File: config.mk
export PLATFORM = sky130hd
export DESIGN_NAME = rpf_lane
export DESIGN_NICKNAME = d
export VERILOG_FILES = /design/src/sv/rpf_pkg.sv /design/src/sv/rpf_lane.sv
export SDC_FILE = /design/constraint.sdc
export NUM_CORES = 1
export LEC_CHECK = 0
export BUFFER_PORTS_ARGS = -buffer_cell sky130_fd_sc_hd__buf_2
export CELL_PAD_IN_SITES_DETAIL_PLACEMENT = 0
export CELL_PAD_IN_SITES_GLOBAL_PLACEMENT = 1
export CORE_MARGIN = 2
export CORE_UTILIZATION = 47
export DETAILED_ROUTE_END_ITERATION = 10
export GPL_TIMING_DRIVEN = 1
export PLACE_DENSITY_LB_ADDON = 0.1
export SLEW_MARGIN = 20
export SYNTH_ARGS = -nofsm -noshare
export SYNTH_HDL_FRONTEND = slang
export SYNTH_SLANG_ARGS = --single-unit
File: constraint.sdc
create_clock -name clk -period 5.55 [get_ports clk]
set_input_delay 0.2775 -clock clk [delete_from_list [all_inputs] [get_ports clk]]
set_output_delay 0.2775 -clock clk [all_outputs]
set_load 0.01 [all_outputs]
File: src/sv/rpf_pkg.sv
// Shared types and constants for the RGB pixel filter.
// Holds the channel payload structs, mode codes, register indexes and fixed coefficients.
// No dependencies.
`default_nettype none

package rpf_pkg;

  typedef struct packed {
    logic [7:0] red_in;
    logic [7:0] green_in;
    logic [7:0] blue_in;
    logic       frame_start;
  } pixel_t;

  typedef struct packed {
    logic [7:0] red_out;
    logic [7:0] green_out;
    logic [7:0] blue_out;
  } result_t;

  typedef struct packed {
    logic [7:0] pass;
    logic [7:0] dim;
    logic [7:0] bright;
  } lane_t;

  typedef struct packed {
    logic [7:0] lum;
    logic [7:0] left;
    logic [7:0] above;
  } nbr_t;

  typedef struct packed {
    logic col_odd;
    logic grid_keep;
  } pos_t;

  localparam logic [3:0] MODE_COPY        = 4'd0;
  localparam logic [3:0] MODE_RED_GRAY    = 4'd1;
  localparam logic [3:0] MODE_GREEN_GRAY  = 4'd2;
  localparam logic [3:0] MODE_BLUE_GRAY   = 4'd3;
  localparam logic [3:0] MODE_LUMA_GRAY   = 4'd4;
  localparam logic [3:0] MODE_DIM         = 4'd5;
  localparam logic [3:0] MODE_BRIGHTEN    = 4'd6;
  localparam logic [3:0] MODE_GREEN_ONLY  = 4'd7;
  localparam logic [3:0] MODE_ODD_BLANK   = 4'd8;
  localparam logic [3:0] MODE_THIRD_GRID  = 4'd9;
  localparam logic [3:0] MODE_VERT_EDGE   = 4'd10;
  localparam logic [3:0] MODE_HORIZ_EDGE  = 4'd11;

  localparam logic [1:0] CFG_MODE      = 2'd0;
  localparam logic [1:0] CFG_WIDTH     = 2'd1;
  localparam logic [1:0] CFG_MAX_COLOR = 2'd2;
  localparam logic [1:0] CFG_THRESHOLD = 2'd3;

  localparam logic [3:0]  MODE_RESET      = MODE_COPY;
  localparam logic [10:0] WIDTH_RESET     = 11'd640;
  localparam logic [7:0]  MAX_COLOR_RESET = 8'd255;
  localparam logic [7:0]  THRESH_RESET    = 8'd25;

  localparam logic [15:0] LUMA_R_Q16 = 16'd13933;
  localparam logic [15:0] LUMA_G_Q16 = 16'd46871;
  localparam logic [15:0] LUMA_B_Q16 = 16'd4732;

  localparam logic [7:0] DIM_STEP      = 8'd20;
  localparam logic [8:0] BRIGHT_OFFSET = 9'd50;

endpackage

`default_nettype wire

File: src/sv/rpf_lane.sv
// One color channel lane of the RGB pixel filter.
// Forms the channel's luma term and registers its pass, dim and brighten values.
// Depends on rpf_pkg.
`default_nettype none

module rpf_lane (
  input  wire logic          clk,
  input  wire logic          load,
  input  wire logic [7:0]    x,
  input  wire logic [15:0]   coef,
  input  wire logic [7:0]    max_color,
  output logic      [7:0]    term,
  output rpf_pkg::lane_t     q
);

  logic [23:0] prod;
  logic [7:0]  dim_val;
  logic [8:0]  bright_sum;
  logic [7:0]  bright_val;

  always_comb begin
    prod = 24'(x) * 24'(coef);
    term = prod[23:16];
    dim_val = (x > rpf_pkg::DIM_STEP) ? (x - rpf_pkg::DIM_STEP) : 8'd0;
    bright_sum = {1'b0, x} + {2'b00, x[7:1]} + rpf_pkg::BRIGHT_OFFSET;
    bright_val = (bright_sum > {1'b0, max_color}) ? max_color : bright_sum[7:0];
  end

  always_ff @(posedge clk) begin
    if (load) begin
      q.pass   <= x;
      q.dim    <= dim_val;
      q.bright <= bright_val;
    end
  end

endmodule

`default_nettype wire

=== Yosys cells after proc, flatten, opt, wreduce, memory -nomap -nowiden ===
Index checks and enable logic that the tools add are counted.

* $lt $le $gt $ge: 2
* $mul: 1
* Add/subtract/negate cells: 3
* Mux-type cells: 1

{| class="wikitable"
|+ Operators with widths
! kind !! number
|-
| multiplier 8 x 16 -> 24 bit || 1
|-
| adder 8 x 7 -> 9 bit || 1
|-
| adder 9 x 6 -> 9 bit (second input constant) || 1
|-
| > comparator 9 x 8 -> 1 bit || 1
|-
| > comparator 8 x 5 -> 1 bit (second input constant) || 1
|-
| two-way mux 8 bit || 1
|-
| subtractor 8 x 5 -> 8 bit (second input constant) || 1
|}

* Output and inout bits: 32
* Logic and storage cells: 10
* Bits in registers: 24

=== Depth between registers and ports, before layout ===
* Word-level depth: 4
* Depth in mapped cells: 19
* Gate-level depth less buffers: 16

=== Worst setup path after synthesis ===
No wires, ideal clock.

* Path type: input to output
* Start point: input port x[5]
* End point: output port term[6]
* Arrival: 4.637 ns
* Path slack: 0.636 ns
* Cell stages on the path: 16
* Data required time: 5.273 ns
* Cell sequence: clkbuf_1 -> clkbuf_1 -> and2_1 -> fa_1 -> fa_1 -> fa_1 -> inv_1 -> fa_1 -> inv_1 -> ha_1 -> and3_1 -> a221oi_1 -> o221a_2 -> o21ai_0 -> a41oi_1 -> xnor2_1

* Word-level cells in the longest chain between the ends: 1

{| class="wikitable"
|+ Ends and longest elaborated chain
! item !! RTL line !! RTL
|-
| start: declaration || rpf_lane.sv:9 || <nowiki>input wire logic [7:0] x,</nowiki>
|-
| multiplier 8 x 16 -> 24 bit || rpf_lane.sv:22 || <nowiki>prod = 24'(x) * 24'(coef);</nowiki>
|-
| end: declaration || rpf_lane.sv:12 || <nowiki>output logic [7:0] term,</nowiki>
|}

Every way passes these cells.

=== Worst setup path after layout ===
* Start point: input port x[6]
* End point: output port term[6]

The elaborated chain is that of the path after synthesis.

==> qor.csv <==
stage,metric,value,unit
power,pwr-share-seq,0.121,
final_layout,n_antenna_cell,0,
floorplan,die_w,112,um
route,postRouteAntennaNets,0,
final_layout,largest_register,q,
synth,yosys_warnings,0,
placed_design,hpwlAfterDp,9.39,mm
setup_path,cp-start-kind,primary input,
floorplan,ios,66,
hold_path,hp-start,max_color[5],
cts,cts_tree,built,
floorplan,row_count,39,
grt,grt_pass1_wl,20.3,mm
floorplan,dieArea,12400,sq um
setup_path,crit_chain,buf_2 > and2_1 > fa_1 > fa_1 > fa_1 > inv_1 > fa_1 > inv_1 > ha_1 > and4_1 > a21o_1 > a311oi_1 > buf_4 > o21ai_0 > a41oi_1 > xnor2_1 > buf_2,
setup_path,cp_slowest_cell,fa_1,
cts,clk_pin_slew,0.06,ns
synth,async_reset_ff_frac,0,
synth,avgSynthCellArea,9.47,sq um
hold_path,min_to,q[5],
synth,yosysSeqAreaShare,0.133,
power,internal_power,1.02,mW
cts,htree_levels,1,
grt,overflow,0,
route,detailedRoute.firstIterationViolations,185,
timing,setup_tns,0,ns
setup_path,crit_required,5.27,ns
synth,synthFlopType,edfxtp_1,
job,drv_cap,0,
grt,grt_pass1_vias,4318,
setup_path,crit_path_end_kind,output pin,
power,vdd_drop_max,275,uV
grt,grt_start_max_net_pins,25,
timing,max-slew-margin-rel,0.596,
grt,antenna_found_initial,0,
hold_path,hp-class,in2reg,
synth,syn_nets,762,
placed_design,portBuffers,65,
synth,syn_area,5440,sq um
power,p_per_area,321,nW/um^2
power,sw_frac_of_total,0.471,
floorplan,core-area,11400,sq um
cts,hold_buffers,0,
timing,fin_crit_sh,0.935,
run_status,outcome,"complete, no violations",
placed_design,gp_congestion,0.792,
setup_path,critPathMaxStageDelay,0.55,ns
floorplan,initial_core_util,0.478,
route,drc,0,
power,switchingPower,911,uW
power,leakage,3.18,nW
timing,period_minus_slack,5.19,ns
cts,clockBufferDepth,2,
timing,rsz0062_at_grt,no,
cts,post_cts_buffers,0,
placed_design,post_dp_cell_area,5920,sq um
route,drt_first_pass_iters,4,
cts,ctsResizeCount,0,
route,vias,4020,
synth,yosys.cell_types.count,37,
power,p_comb_frac,0.773,
synth,ys_ff_latch,24,
cts,clk_root_buffer_cell,clkbuf_16,
timing,slew_violations,0,
setup_path,arrival,4.91,ns
setup_path,crit_top_cell,fa_1,
grt,grt_use_total,0.200,
timing,clock.fmax,193,MHz
synth,synthCells,574,
power,clkPwrFrac,0.106,
final_layout,stdcell_area,6020,sq um
final_layout,reg_top3,q x24,
setup_path,path_class,in2out,
final_layout,layout_common_cells,"127 x inv_1, 105 x and2_1, 84 x fa_1",
timing,worst_pin_slew,0.599,ns
cts,cts_made_buffers,3,
setup_path,critPathMaxFanout,20,
route,via_per_inst,5.17,
final_layout,drive_gt1_frac,0.131,
synth,synth_edf_count,24,
floorplan,die_h,112,um
final_layout,largest_register_ffs,24,
final_layout,area_growth_syn_to_layout,10.7,%
final_layout,nets,824,
hold_path,whs_path_depth,2,
cts,cts.sinks,24,
final_layout,fill_cells,1059,
timing,setup_viol,0,
route,wl,11.6,mm
route,wl_per_cell,14.9,um
timing,hold_viol,0,
final_layout,mostFrequentLayoutCell,inv_1,
==> metrics by stage <==
step           power [mW]  setup slack [ns]   util  hold slack [ns]  std cells
6_report             1.93             0.359  0.530            0.333        778
3_5_place_dp         1.73             0.415  0.520            0.597        774
4_1_cts              1.96             0.364  0.530            0.330        778
3_3_place_gp         1.72             0.428  0.520            0.594        774
5_1_grt              2.18            0.0371  0.530            0.338        778
2_1_floorplan        1.33             0.636      -            0.376        574
==> power by group through the flow <==
stage / clock, mW / combinational, mW / sequential (mW)
after floorplan: 0 / 1.08 / 0.251
after global placement: 0 / 1.48 / 0.237
after detailed placement: 0 / 1.50 / 0.238
after CTS: 0.211 / 1.51 / 0.235
after global routing: 0.219 / 1.73 / 0.236
final: 0.205 / 1.50 / 0.234
==> layer usage <==
metal  track usage  wire (um)  vias up
met4        0.0280        155        0
met2         0.362       6030       76
met5             0          0        -
met1         0.268       5130     2011
met3        0.0191        280       12
li1              -          -     1921
==> critical path, delay by kind of cell <==
| family | cells | cell delay, ns |
|---|---|---|
| AO/OA/AOI/OAI | 4 | 0.92 |
| XOR/XNOR | 1 | 0.14 |
| adder cells (fa/ha/maj) | 5 | 2.39 |
| buffers and inverters | 5 | 0.72 |
| AND/OR/NAND/NOR | 2 | 0.46 |
==> cells by family (layout without fill, tap and decap cells) <==
kind of cell / after synthesis / in the layout / share of synthesized area
fa+ha+maj: 154 / 154 / 0.470
buf+inv: 138 / 199 / 0.0966
compound gates: 59 / 59 / 0.0718
simple gates: 174 / 174 / 0.179
xor+xnor: 16 / 16 / 0.0258
mux: 9 / 9 / 0.0239
flops: 24 / 24 / 0.133
==> Yosys cell counts, types with 2 or more instances <==
cell type	instances	area, sq um
fa_1	84	1680
a211oi_1	4	30.0
nand2b_1	2	12.5
clkbuf_1	10	37.5
xnor2_1	9	78.8
o21ai_0	9	45.0
o21bai_1	2	15.0
a21oi_1	19	95.1
nand2_1	31	116
ha_1	70	876
o21a_1	2	15.0
nand4_1	5	31.3
nand3_1	5	25.0
a21boi_0	2	15.0
edfxtp_1	24	721
xor2_1	7	61.3
nor2_1	14	52.6
nor2b_1	2	12.5
inv_1	127	477
and3_1	6	37.5
a21o_1	13	97.6
mux2_4	8	120
and2_1	105	657
==> worst max-delay path by stage <==
stage,start,endpoint,slack (ns),depth (start not counted)
finish,x[6],term[6],0.36,17
global route,x[3],term[6],0.04,17
CTS,x[4],term[6],0.36,18
detailed placement,x[6],term[6],0.42,17
global placement,x[7],term[6],0.43,18
floorplan,x[5],term[6],0.64,16
==> layout make-up <==
type / count / area, sq um / area share
repair buffers: 68 / 348 / 0.0578
inverters: 127 / 477 / 0.0792
flip-flops and latches: 24 / 721 / 0.120
multi-input cells: 412 / 4190 / 0.696
well taps: 143 / 179 / 0.0297
clock inverters: 1 / 30.0 / 0.00499
clock buffers: 3 / 75.1 / 0.0125
No activity file was read; power rests on OpenSTA's default activity.
