--- config.mk ---
export PLATFORM = sky130hd
export DESIGN_NAME = rpf_merge
export DESIGN_NICKNAME = d
export VERILOG_FILES = /design/src/sv/rpf_pkg.sv /design/src/sv/rpf_merge.sv
export SDC_FILE = /design/constraint.sdc
export NUM_CORES = 1
export LEC_CHECK = 0
export ABC_CLOCK_PERIOD_IN_PS = 8100
export BUFFER_PORTS_ARGS = -buffer_cell sky130_fd_sc_hd__clkbuf_2
export CORE_UTILIZATION = 49
export CTS_BUF_LIST = sky130_fd_sc_hd__clkbuf_2
export DETAILED_ROUTE_END_ITERATION = 6
export PLACE_DENSITY = 0.87
export SYNTH_ARGS = -nofsm -noshare
export SYNTH_HDL_FRONTEND = slang
export SYNTH_SLANG_ARGS = --single-unit
--- constraint.sdc ---
create_clock -name clk -period 8.1 [get_ports clk]
set_input_delay 1.215 -clock clk [delete_from_list [all_inputs] [get_ports clk]]
set_output_delay 1.215 -clock clk [all_outputs]
set_load 0.05 [all_outputs]
--- src/sv/rpf_pkg.sv ---
// Shared types and constants for the RGB pixel filter.
// Holds the channel payload structs, mode codes, register indexes and fixed coefficients.
// No dependencies.
`default_nettype none

package rpf_pkg;

  typedef struct packed {
    logic [7:0] red_in;
    logic [7:0] green_in;
    logic [7:0] blue_in;
    logic       frame_start;
  } pixel_t;

  typedef struct packed {
    logic [7:0] red_out;
    logic [7:0] green_out;
    logic [7:0] blue_out;
  } result_t;

  typedef struct packed {
    logic [7:0] pass;
    logic [7:0] dim;
    logic [7:0] bright;
  } lane_t;

  typedef struct packed {
    logic [7:0] lum;
    logic [7:0] left;
    logic [7:0] above;
  } nbr_t;

  typedef struct packed {
    logic col_odd;
    logic grid_keep;
  } pos_t;

  localparam logic [3:0] MODE_COPY        = 4'd0;
  localparam logic [3:0] MODE_RED_GRAY    = 4'd1;
  localparam logic [3:0] MODE_GREEN_GRAY  = 4'd2;
  localparam logic [3:0] MODE_BLUE_GRAY   = 4'd3;
  localparam logic [3:0] MODE_LUMA_GRAY   = 4'd4;
  localparam logic [3:0] MODE_DIM         = 4'd5;
  localparam logic [3:0] MODE_BRIGHTEN    = 4'd6;
  localparam logic [3:0] MODE_GREEN_ONLY  = 4'd7;
  localparam logic [3:0] MODE_ODD_BLANK   = 4'd8;
  localparam logic [3:0] MODE_THIRD_GRID  = 4'd9;
  localparam logic [3:0] MODE_VERT_EDGE   = 4'd10;
  localparam logic [3:0] MODE_HORIZ_EDGE  = 4'd11;

  localparam logic [1:0] CFG_MODE      = 2'd0;
  localparam logic [1:0] CFG_WIDTH     = 2'd1;
  localparam logic [1:0] CFG_MAX_COLOR = 2'd2;
  localparam logic [1:0] CFG_THRESHOLD = 2'd3;

  localparam logic [3:0]  MODE_RESET      = MODE_COPY;
  localparam logic [10:0] WIDTH_RESET     = 11'd640;
  localparam logic [7:0]  MAX_COLOR_RESET = 8'd255;
  localparam logic [7:0]  THRESH_RESET    = 8'd25;

  localparam logic [15:0] LUMA_R_Q16 = 16'd13933;
  localparam logic [15:0] LUMA_G_Q16 = 16'd46871;
  localparam logic [15:0] LUMA_B_Q16 = 16'd4732;

  localparam logic [7:0] DIM_STEP      = 8'd20;
  localparam logic [8:0] BRIGHT_OFFSET = 9'd50;

endpackage

`default_nettype wire

--- src/sv/rpf_merge.sv ---
// Merging stage of the RGB pixel filter.
// Combines the three lane results, luma and neighbor luma by mode into the output register.
// Depends on rpf_pkg.
`default_nettype none

module rpf_merge (
  input  wire logic            clk,
  input  wire logic            load,
  input  wire logic [3:0]      mode,
  input  wire logic [7:0]      max_color,
  input  wire logic [7:0]      edge_threshold,
  input  wire rpf_pkg::lane_t  red,
  input  wire rpf_pkg::lane_t  green,
  input  wire rpf_pkg::lane_t  blue,
  input  wire rpf_pkg::nbr_t   nbr,
  input  wire rpf_pkg::pos_t   pos,
  output rpf_pkg::result_t     res
);

  logic [7:0] diff_left;
  logic [7:0] diff_above;
  logic [7:0] edge_left;
  logic [7:0] edge_above;
  rpf_pkg::result_t sel;

  always_comb begin
    diff_left  = (nbr.left > nbr.lum) ? (nbr.left - nbr.lum) : (nbr.lum - nbr.left);
    diff_above = (nbr.above > nbr.lum) ? (nbr.above - nbr.lum) : (nbr.lum - nbr.above);
    edge_left  = (diff_left > edge_threshold) ? max_color : 8'd0;
    edge_above = (diff_above > edge_threshold) ? max_color : 8'd0;

    case (mode)
      rpf_pkg::MODE_RED_GRAY:   sel = '{red.pass, red.pass, red.pass};
      rpf_pkg::MODE_GREEN_GRAY: sel = '{green.pass, green.pass, green.pass};
      rpf_pkg::MODE_BLUE_GRAY:  sel = '{blue.pass, blue.pass, blue.pass};
      rpf_pkg::MODE_LUMA_GRAY:  sel = '{nbr.lum, nbr.lum, nbr.lum};
      rpf_pkg::MODE_DIM:        sel = '{red.dim, green.dim, blue.dim};
      rpf_pkg::MODE_BRIGHTEN:   sel = '{red.bright, green.bright, blue.bright};
      rpf_pkg::MODE_GREEN_ONLY: sel = '{8'd0, green.pass, 8'd0};
      rpf_pkg::MODE_ODD_BLANK: begin
        if (pos.col_odd) begin
          sel = '{8'd0, 8'd0, 8'd0};
        end else begin
          sel = '{red.pass, green.pass, blue.pass};
        end
      end
      rpf_pkg::MODE_THIRD_GRID: begin
        if (pos.grid_keep) begin
          sel = '{red.pass, green.pass, blue.pass};
        end else begin
          sel = '{8'd0, 8'd0, 8'd0};
        end
      end
      rpf_pkg::MODE_VERT_EDGE:  sel = '{edge_left, edge_left, edge_left};
      rpf_pkg::MODE_HORIZ_EDGE: sel = '{edge_above, edge_above, edge_above};
      default:                  sel = '{red.pass, green.pass, blue.pass};
    endcase
  end

  always_ff @(posedge clk) begin
    if (load) begin
      res <= sel;
    end
  end

endmodule

`default_nettype wire

# Word-level counts from Yosys, hierarchy flattened
# Index checks and enable logic that the tools add are counted.
word_totals:
  ff_bits: 24
  latch_bits: 0
  ramBits: 0
  mem_bits_ro: 0
  input_bits: 120
  memories: 0
op_classes:
  n_addsub: 4
  multipliers: 0
  div_mod_pow: 0
  magnitude_cmp: 4
  n_eq_ne: 11
  shift: 0
  n_mux: 7
  n_bitwise: 0
  n_reduce_logical: 0
ops:
  columns: ["op", "count"]
  rows:
  - ["24-bit one-hot mux with 11 select lines", 1]
  - ["24-bit 2-to-1 mux", 2]
  - ["8-bit > comparator", 4]
  - ["8-bit 2-to-1 mux", 4]
  - ["8-bit subtractor", 4]
  - ["4-bit by 3-bit == test with 1-bit output (second input constant)", 4]
  - ["4-bit == test (second input constant)", 4]
  - ["4-bit by 2-bit == test with 1-bit output (second input constant)", 2]
  - ["4-bit by 1-bit == test with 1-bit output (second input constant)", 1]

# Longest topological paths before layout
# Gate-level depths: netlist of the first run.
depth:
  depth_word: 5
  depth_mapped: 20
  depth_no_buf: 19

# Worst setup path before layout of the first run
# Ideal clock, no wire load.
synth_path:
  kind: "input to register"
  startpoint: "input nbr[8] in the netlist's numbering"
  endpoint: "register res[11] in the netlist's numbering, data pin"
  setup_time_ns: 0.254
  arrival_time_ns: 4.493
  required_time_ns: 7.846
  path_slack_ns: 3.353
  path_stages: 20
  path_cell_list: "inv_1 -> ha_1 -> inv_1 -> fa_1 -> nand3_1 -> a21oi_1 -> o32ai_1 -> buf_2 -> mux2i_1 -> nand3_1 -> nand3_1 -> xor2_1 -> ha_1 -> nand4_1 -> o211ai_1 -> and4b_1 -> clkbuf_1 -> o21ai_1 -> nand3_1 -> a21o_1"
synth_lines:
  columns: ["item", "line_no", "rtl"]
  rows:
  - ["start: declaration", "rpf_merge.sv:15", "input wire rpf_pkg::nbr_t nbr,"]
  - ["end signal: assignment", "rpf_merge.sv:62", "res <= sel;"]
  - ["end: declaration", "rpf_merge.sv:17", "output rpf_pkg::result_t res"]

==> results of run 1 <==
[path summary, 6_finish.rpt]
| check | start | end | slack, ns | depth (start not counted) |
|---|---|---|---|---|
| hold / removal | red[18] | res[18]$_DFFE_PP_ | 1.13 | 2 |
| setup / recovery | nbr[17] | res[1]$_DFFE_PP_ | 3.14 | 18 |
[cell families (layout without fill, tap and decap cells)]
logic type	Yosys count	in the layout
simple gates	71	71
xor+xnor	11	11
compound gates	158	158
flops	24	24
mux	21	21
buf+inv	59	189
fa+ha+maj	53	53
[power breakdown]
| part | internal [mW] | switching, mW |
|---|---|---|
| combinational | 0.145 | 0.228 |
| clock | 0.0107 | 0.0387 |
| sequential | 0.161 | 0.00563 |
| total | 0.316 | 0.272 |
[layer usage]
metal	vias to the layer above	GRT usage (%)
met5	-	0
met4	0	11.4
met3	21	1.98
met2	217	51.4
met1	1741	33.2
li1	1787	-
[through the flow]
| stage | cell area (um2) | worst slack [ns] | std cells |
|---|---|---|---|
| after global routing | 4420 | 2.85 | 626 |
| after global placement | 4400 | 2.96 | 622 |
| after detailed placement | 4400 | 2.80 | 622 |
| after floorplan | 3630 | 3.35 | 397 |
| after CTS | 4420 | 3.18 | 626 |
| final | 4420 | 3.14 | 626 |
[cell type report]
| cell class | instances | share of cell area, % |
|---|---|---|
| inverter | 38 | 3.23 |
| clock inverter | 1 | 0.0849 |
| sequential | 24 | 16.3 |
| timing repair buffer | 147 | 16.9 |
| clock buffer | 3 | 0.340 |
| multi-input combinational | 314 | 60.4 |
| tap | 99 | 2.80 |
[Yosys cell counts (3+ instances only)]
cell and count:
nor2_1 11, o21ai_1 11, fa_1 4, a221o_1 8, o21bai_1 4, a22o_1 8, mux2i_1 8, xnor2_1 5
mux2_4 3, a221oi_2 24, o21ai_0 6, a21oi_1 46, nand3_1 33, mux2_1 10, nand2_1 7, edfxtp_1 24
ha_1 49, o21a_1 5, nand4_1 7, nor2b_1 5, buf_1 4, a211oi_1 3, inv_1 38, a21o_1 29
buf_2 10, xor2_1 6, clkbuf_1 4
==> flow_metrics.tcl, run 1 <==
set metrics [dict create \
    crit_family "compound AO/OA/AOI/OAI gates" \
    final_cell_mix "clkbuf_2 (146), ha_1 (49), a21oi_1 (46)" \
    multi_input_area_um2 2670 \
    ys_seq_elements 24 \
    crit_buf_inv 3 \
    ys_async_sr_fraction_pct 0 \
    holdBufCountCts 0 \
    seqCellArea_um2 721 \
    status "finished, final reports clean" \
    tns_ns 0 \
    fin_crit_ns 4.96 \
    cts_tree "done" \
    grt_max_degree 25 \
    syn_avg_cell_area_um2 9.15 \
    grtUsageTotal_pct 27.8 \
    met3RoutedLength_um 995 \
    criticalPathCategory "in2reg" \
    synth_compound_area_share_pct 34.8 \
    synth_top_family_by_area "compound AO/OA/AOI/OAI gates" \
    post-route-period-util_pct 61.2 \
    critPathRequiredTime_ns 8.24 \
    clk_path_buf_depth 2 \
    htreeDepth 1 \
    synth-simple-area-share_pct 10.2 \
    slew_violations 0 \
    m1WireLength_um 4340 \
    synth_area_leaders "edfxtp_1 (20%), ha_1 (17%), a221oi_2 (9.9%)" \
    areaGrowthSynthToFinish_pct 21.6 \
    drt_iter0_markers 257 \
    fin_hold_ws_ns 1.13 \
    grt_remaining_overflow 0 \
    relSlewSlack_pct 49.9 \
    wl_um 11100 \
    synth_cells 397 \
    io_buffers 143 \
    crit_fanout 11 \
    die_w_um 88.1 \
    grt_pass1_wl_um 16700 \
    synth_fa_ha_area_share_pct 19.1 \
    clk_pin_slew_ns 0.25 \
    die_h_um 88.1 \
    ys_seq_area_share_pct 19.8 \
    synth_fp_nets 570 \
    cp_common_cell "nand3_1" \
    antenna_cells 0 \
    io_pins 144 \
    antenna_found_initial 0 \
    die_area_um2 7760 \
    netlist.area_leader.share_pct 19.8 \
    cap_violations 0 \
    synth_edf_count 24 \
    start_util_pct 50.4 \
    rows 31 \
    slowest_stage "fa_1" \
    drc_errors 0 \
    dp_hpwl_um 9130 \
    cts_root_buf "clkbuf_2" \
    slowest_delay_ns 0.44 \
    rsz0062_at_grt "false" \
    p_total_uw 588 \
    worst_slew_pin_slew_ns 0.750 \
    cts_sinks 24 \
    synthXorXnorAreaFrac_pct 2.65 \
    power.leakage_nw 2.32 \
    crit_path_start_kind "primary input" \
    wl_met2_um 5520 \
    fillCellCount 655 \
    postLayoutCoreUtil_pct 61.3 \
    synth_ff_type "edfxtp_1" \
    post_cts_buffers 0 \
    synth_area_leader_cell "edfxtp_1" \
    hold_violations 0 \
    synthesis.area_um2 3630 \
    synth.distinct_cells 47 \
    synth_mux_area_share_pct 6.54 \
    setup_violations 0 \
    fmax_ghz 0.202 \
    gp_routability_congestion 0.945 \
    synth-warning-count 0 \
    ir_drop_mv 0.0445 \
    power_density_nw_per_um2 133 \
    antenna_left 0 \
    topRoutingLayerUsed "met4" \
    core_area_um2 7210 \
    numCtsBuffers 3 \
    vias 3766 \
    end_kind "flip-flop" \
    hold_class "in2reg" \
    cp_cell_sequence "clkbuf_2 -> inv_1 -> fa_1 -> nand3_1 -> a21oi_1 -> o32ai_1 -> buf_4 -> mux2_1 -> nand2_1 -> nand3_1 -> xor2_1 -> ha_1 -> a21oi_1 -> o2111ai_1 -> and4b_1 -> o21ai_1 -> nand3_1 -> a21o_1" \
    firstDrtPassIters 5 \
    nets 701 \
    worst-endpoint-arrival_ns 5.10 \
    drive_gt1_share_pct 35.1 \
    grt_pass1_vias 3611 \
    regMostFlops "res" \
    cts_resized 0 \
    wl_per_cell_um 17.7 \
    final_common_cell "clkbuf_2" \
    vias_per_cell 6.02 \
    reg_top3 "res x24" \
    largest_reg_flops 24 \
]
Power figures use the tool's default switching activity.
==> run 2, diff against run 1 <==
--- a/config.mk
+++ b/config.mk
@@ -5,7 +5,7 @@
 export SDC_FILE = /design/constraint.sdc
 export NUM_CORES = 1
 export LEC_CHECK = 0
-export ABC_CLOCK_PERIOD_IN_PS = 8100
+export ABC_CLOCK_PERIOD_IN_PS = 4800
 export BUFFER_PORTS_ARGS = -buffer_cell sky130_fd_sc_hd__clkbuf_2
 export CORE_UTILIZATION = 49
 export CTS_BUF_LIST = sky130_fd_sc_hd__clkbuf_2
==> constraint.sdc (replaced) <==
create_clock -name clk -period 4.8 [get_ports clk]
set_input_delay 0.72 -clock clk [delete_from_list [all_inputs] [get_ports clk]]
set_output_delay 0.72 -clock clk [all_outputs]
set_load 0.05 [all_outputs]
==> run 2 against run 1 <==
Global-route usage about the same. Sequential cell count stayed put. Final cell count rose by 0.32%. Sequential share of layout area decreased by 0.069 points. Power is 68% higher. Non-clock buffer count is 3 higher. First-iteration DRC count shrank 32%. Sequential power rose by 69%. Die area unchanged. Routed wire length down 1.8%. Core utilization up 0.26 points. Critical path type unchanged. Largest cell class unchanged. Highest routed layer unchanged.
==> flow_metrics.tcl, run 2 (synthesized netlist as in run 1, its figures left out) <==
set metrics [dict create \
    status "finished, final reports clean" \
    gp_routability_congestion 0.910 \
    crit_fanout 8 \
    io_pins 144 \
    cts_resized 0 \
    antenna_cells 0 \
    place_area_um2 4420 \
    fmax_ghz 0.226 \
    tns_ns 0 \
    antenna_left 0 \
    grt_pass1_vias 3730 \
    final_common_cell "clkbuf_2" \
    start_util_pct 50.4 \
    cap_violations 0 \
    fillCellCount 643 \
    crit_path_start_kind "primary input" \
    numCtsBuffers 3 \
    grtUsageTotal_pct 27.9 \
    cts_sinks 24 \
    post_cts_buffers 0 \
    wl_um 10900 \
    reg_top3 "res x24" \
    criticalPathCategory "in2reg" \
    ir_drop_mv 0.0771 \
    largest_reg_flops 24 \
    critPathRequiredTime_ns 4.95 \
    slew_violations 0 \
    cts_root_buf "clkbuf_2" \
    drive_gt1_share_pct 35.5 \
    areaGrowthSynthToFinish_pct 22.1 \
    cts_tree "done" \
    die_w_um 88.1 \
    hold_violations 0 \
    drc_errors 0 \
    rows 31 \
    antenna_found_initial 0 \
    die_area_um2 7760 \
    grt_remaining_overflow 0 \
    postLayoutCoreUtil_pct 61.5 \
    rsz0062_at_grt "false" \
    core_area_um2 7210 \
    grt_max_degree 25 \
    final_cell_mix "clkbuf_2 (146), ha_1 (49), a21oi_1 (46)" \
    power_density_nw_per_um2 222 \
    stdcell_area_um2 4440 \
    clk_path_buf_depth 2 \
    htreeDepth 1 \
    holdBufCountCts 0 \
    setup_slack_ns 0.381 \
    regMostFlops "res" \
    post-route-period-util_pct 92.1 \
    setup_violations 0 \
    hold_depth 2 \
    vias_per_cell 6.06 \
    hold_class "in2reg" \
    fin_crit_ns 4.42 \
    drt_iter0_markers 175 \
    relSlewSlack_pct 49.6 \
    wl_per_cell_um 17.3 \
    grt_pass1_wl_um 16800 \
    clk_pin_slew_ns 0.24 \
    vias 3805 \
    die_h_um 88.1 \
    io_buffers 143 \
    nets 704 \
    worst-endpoint-arrival_ns 4.56 \
    end_kind "flip-flop" \
    firstDrtPassIters 5 \
    fin_hold_ws_ns 0.628 \
    worst_slew_pin_slew_ns 0.754 \
    place_ws_ns 0.000902 \
    power.leakage_nw 2.33 \
    dp_hpwl_um 9050 \
]
-- run 2: cell count changes in the layout (fill, tap and decap cells not counted) --
cell | before | now
clkinv_1 | 1 | 0
buf_4 | 4 | 7
-- run 2: metal layers --
metal / routed length, um / GRT usage, % / vias up / share of wire, %
met4: 305 / 13.6 / 0 / 2.8
met2: 5450 / 50.0 / 235 / 50
met3: 1070 / 4.81 / 36 / 9.8
met1: 4070 / 31.9 / 1739 / 37
met5: 0 / 0 / - / 0
li1: - / - / 1795 / -
-- run 2: through the flow --
stage | power [mW] | instances
2_1_floorplan | 0.730 | 397
3_3_place_gp | 0.882 | 625
3_5_place_dp | 0.902 | 625
4_1_cts | 0.978 | 628
5_1_grt | 1.05 | 628
6_report | 0.987 | 628
-- run 2: cell type report --
| class | count | area, um2 | area share, % |
|---|---|---|---|
| clock buffer | 3 | 15.0 | 0.338 |
| inverter | 38 | 143 | 3.21 |
| multi-input combinational | 314 | 2670 | 60.1 |
| sequential | 24 | 721 | 16.2 |
| tap | 99 | 124 | 2.79 |
| timing repair buffer | 150 | 768 | 17.3 |
-- run 2: path summary, 6_finish.rpt --
kind / startpoint / end / slack [ns]
setup / recovery: nbr[16] / res[23]$_DFFE_PP_ / 0.38
hold / removal: red[22] / res[22]$_DFFE_PP_ / 0.63
-- run 2: critical path, stage by stage --
cell       delay [ns]
clkbuf_2         0.15
ha_1             0.18
inv_1            0.06
fa_1             0.38
nand3_1          0.11
a21oi_1          0.08
o32ai_1          0.42
buf_4            0.23
mux2i_1          0.28
nand3_1          0.11
nand3_1          0.09
xor2_1           0.15
ha_1             0.26
nand2_1          0.08
o2111ai_1        0.12
and4b_1          0.36
o21ai_1          0.43
nand3_1          0.14
a21o_1           0.23
-- run 2: report_power, final --
group	internal [mW]	leakage [nW]	switching, mW
clock	0.0170	0.0125	0.0644
combinational	0.246	2.09	0.379
sequential	0.271	0.235	0.00978
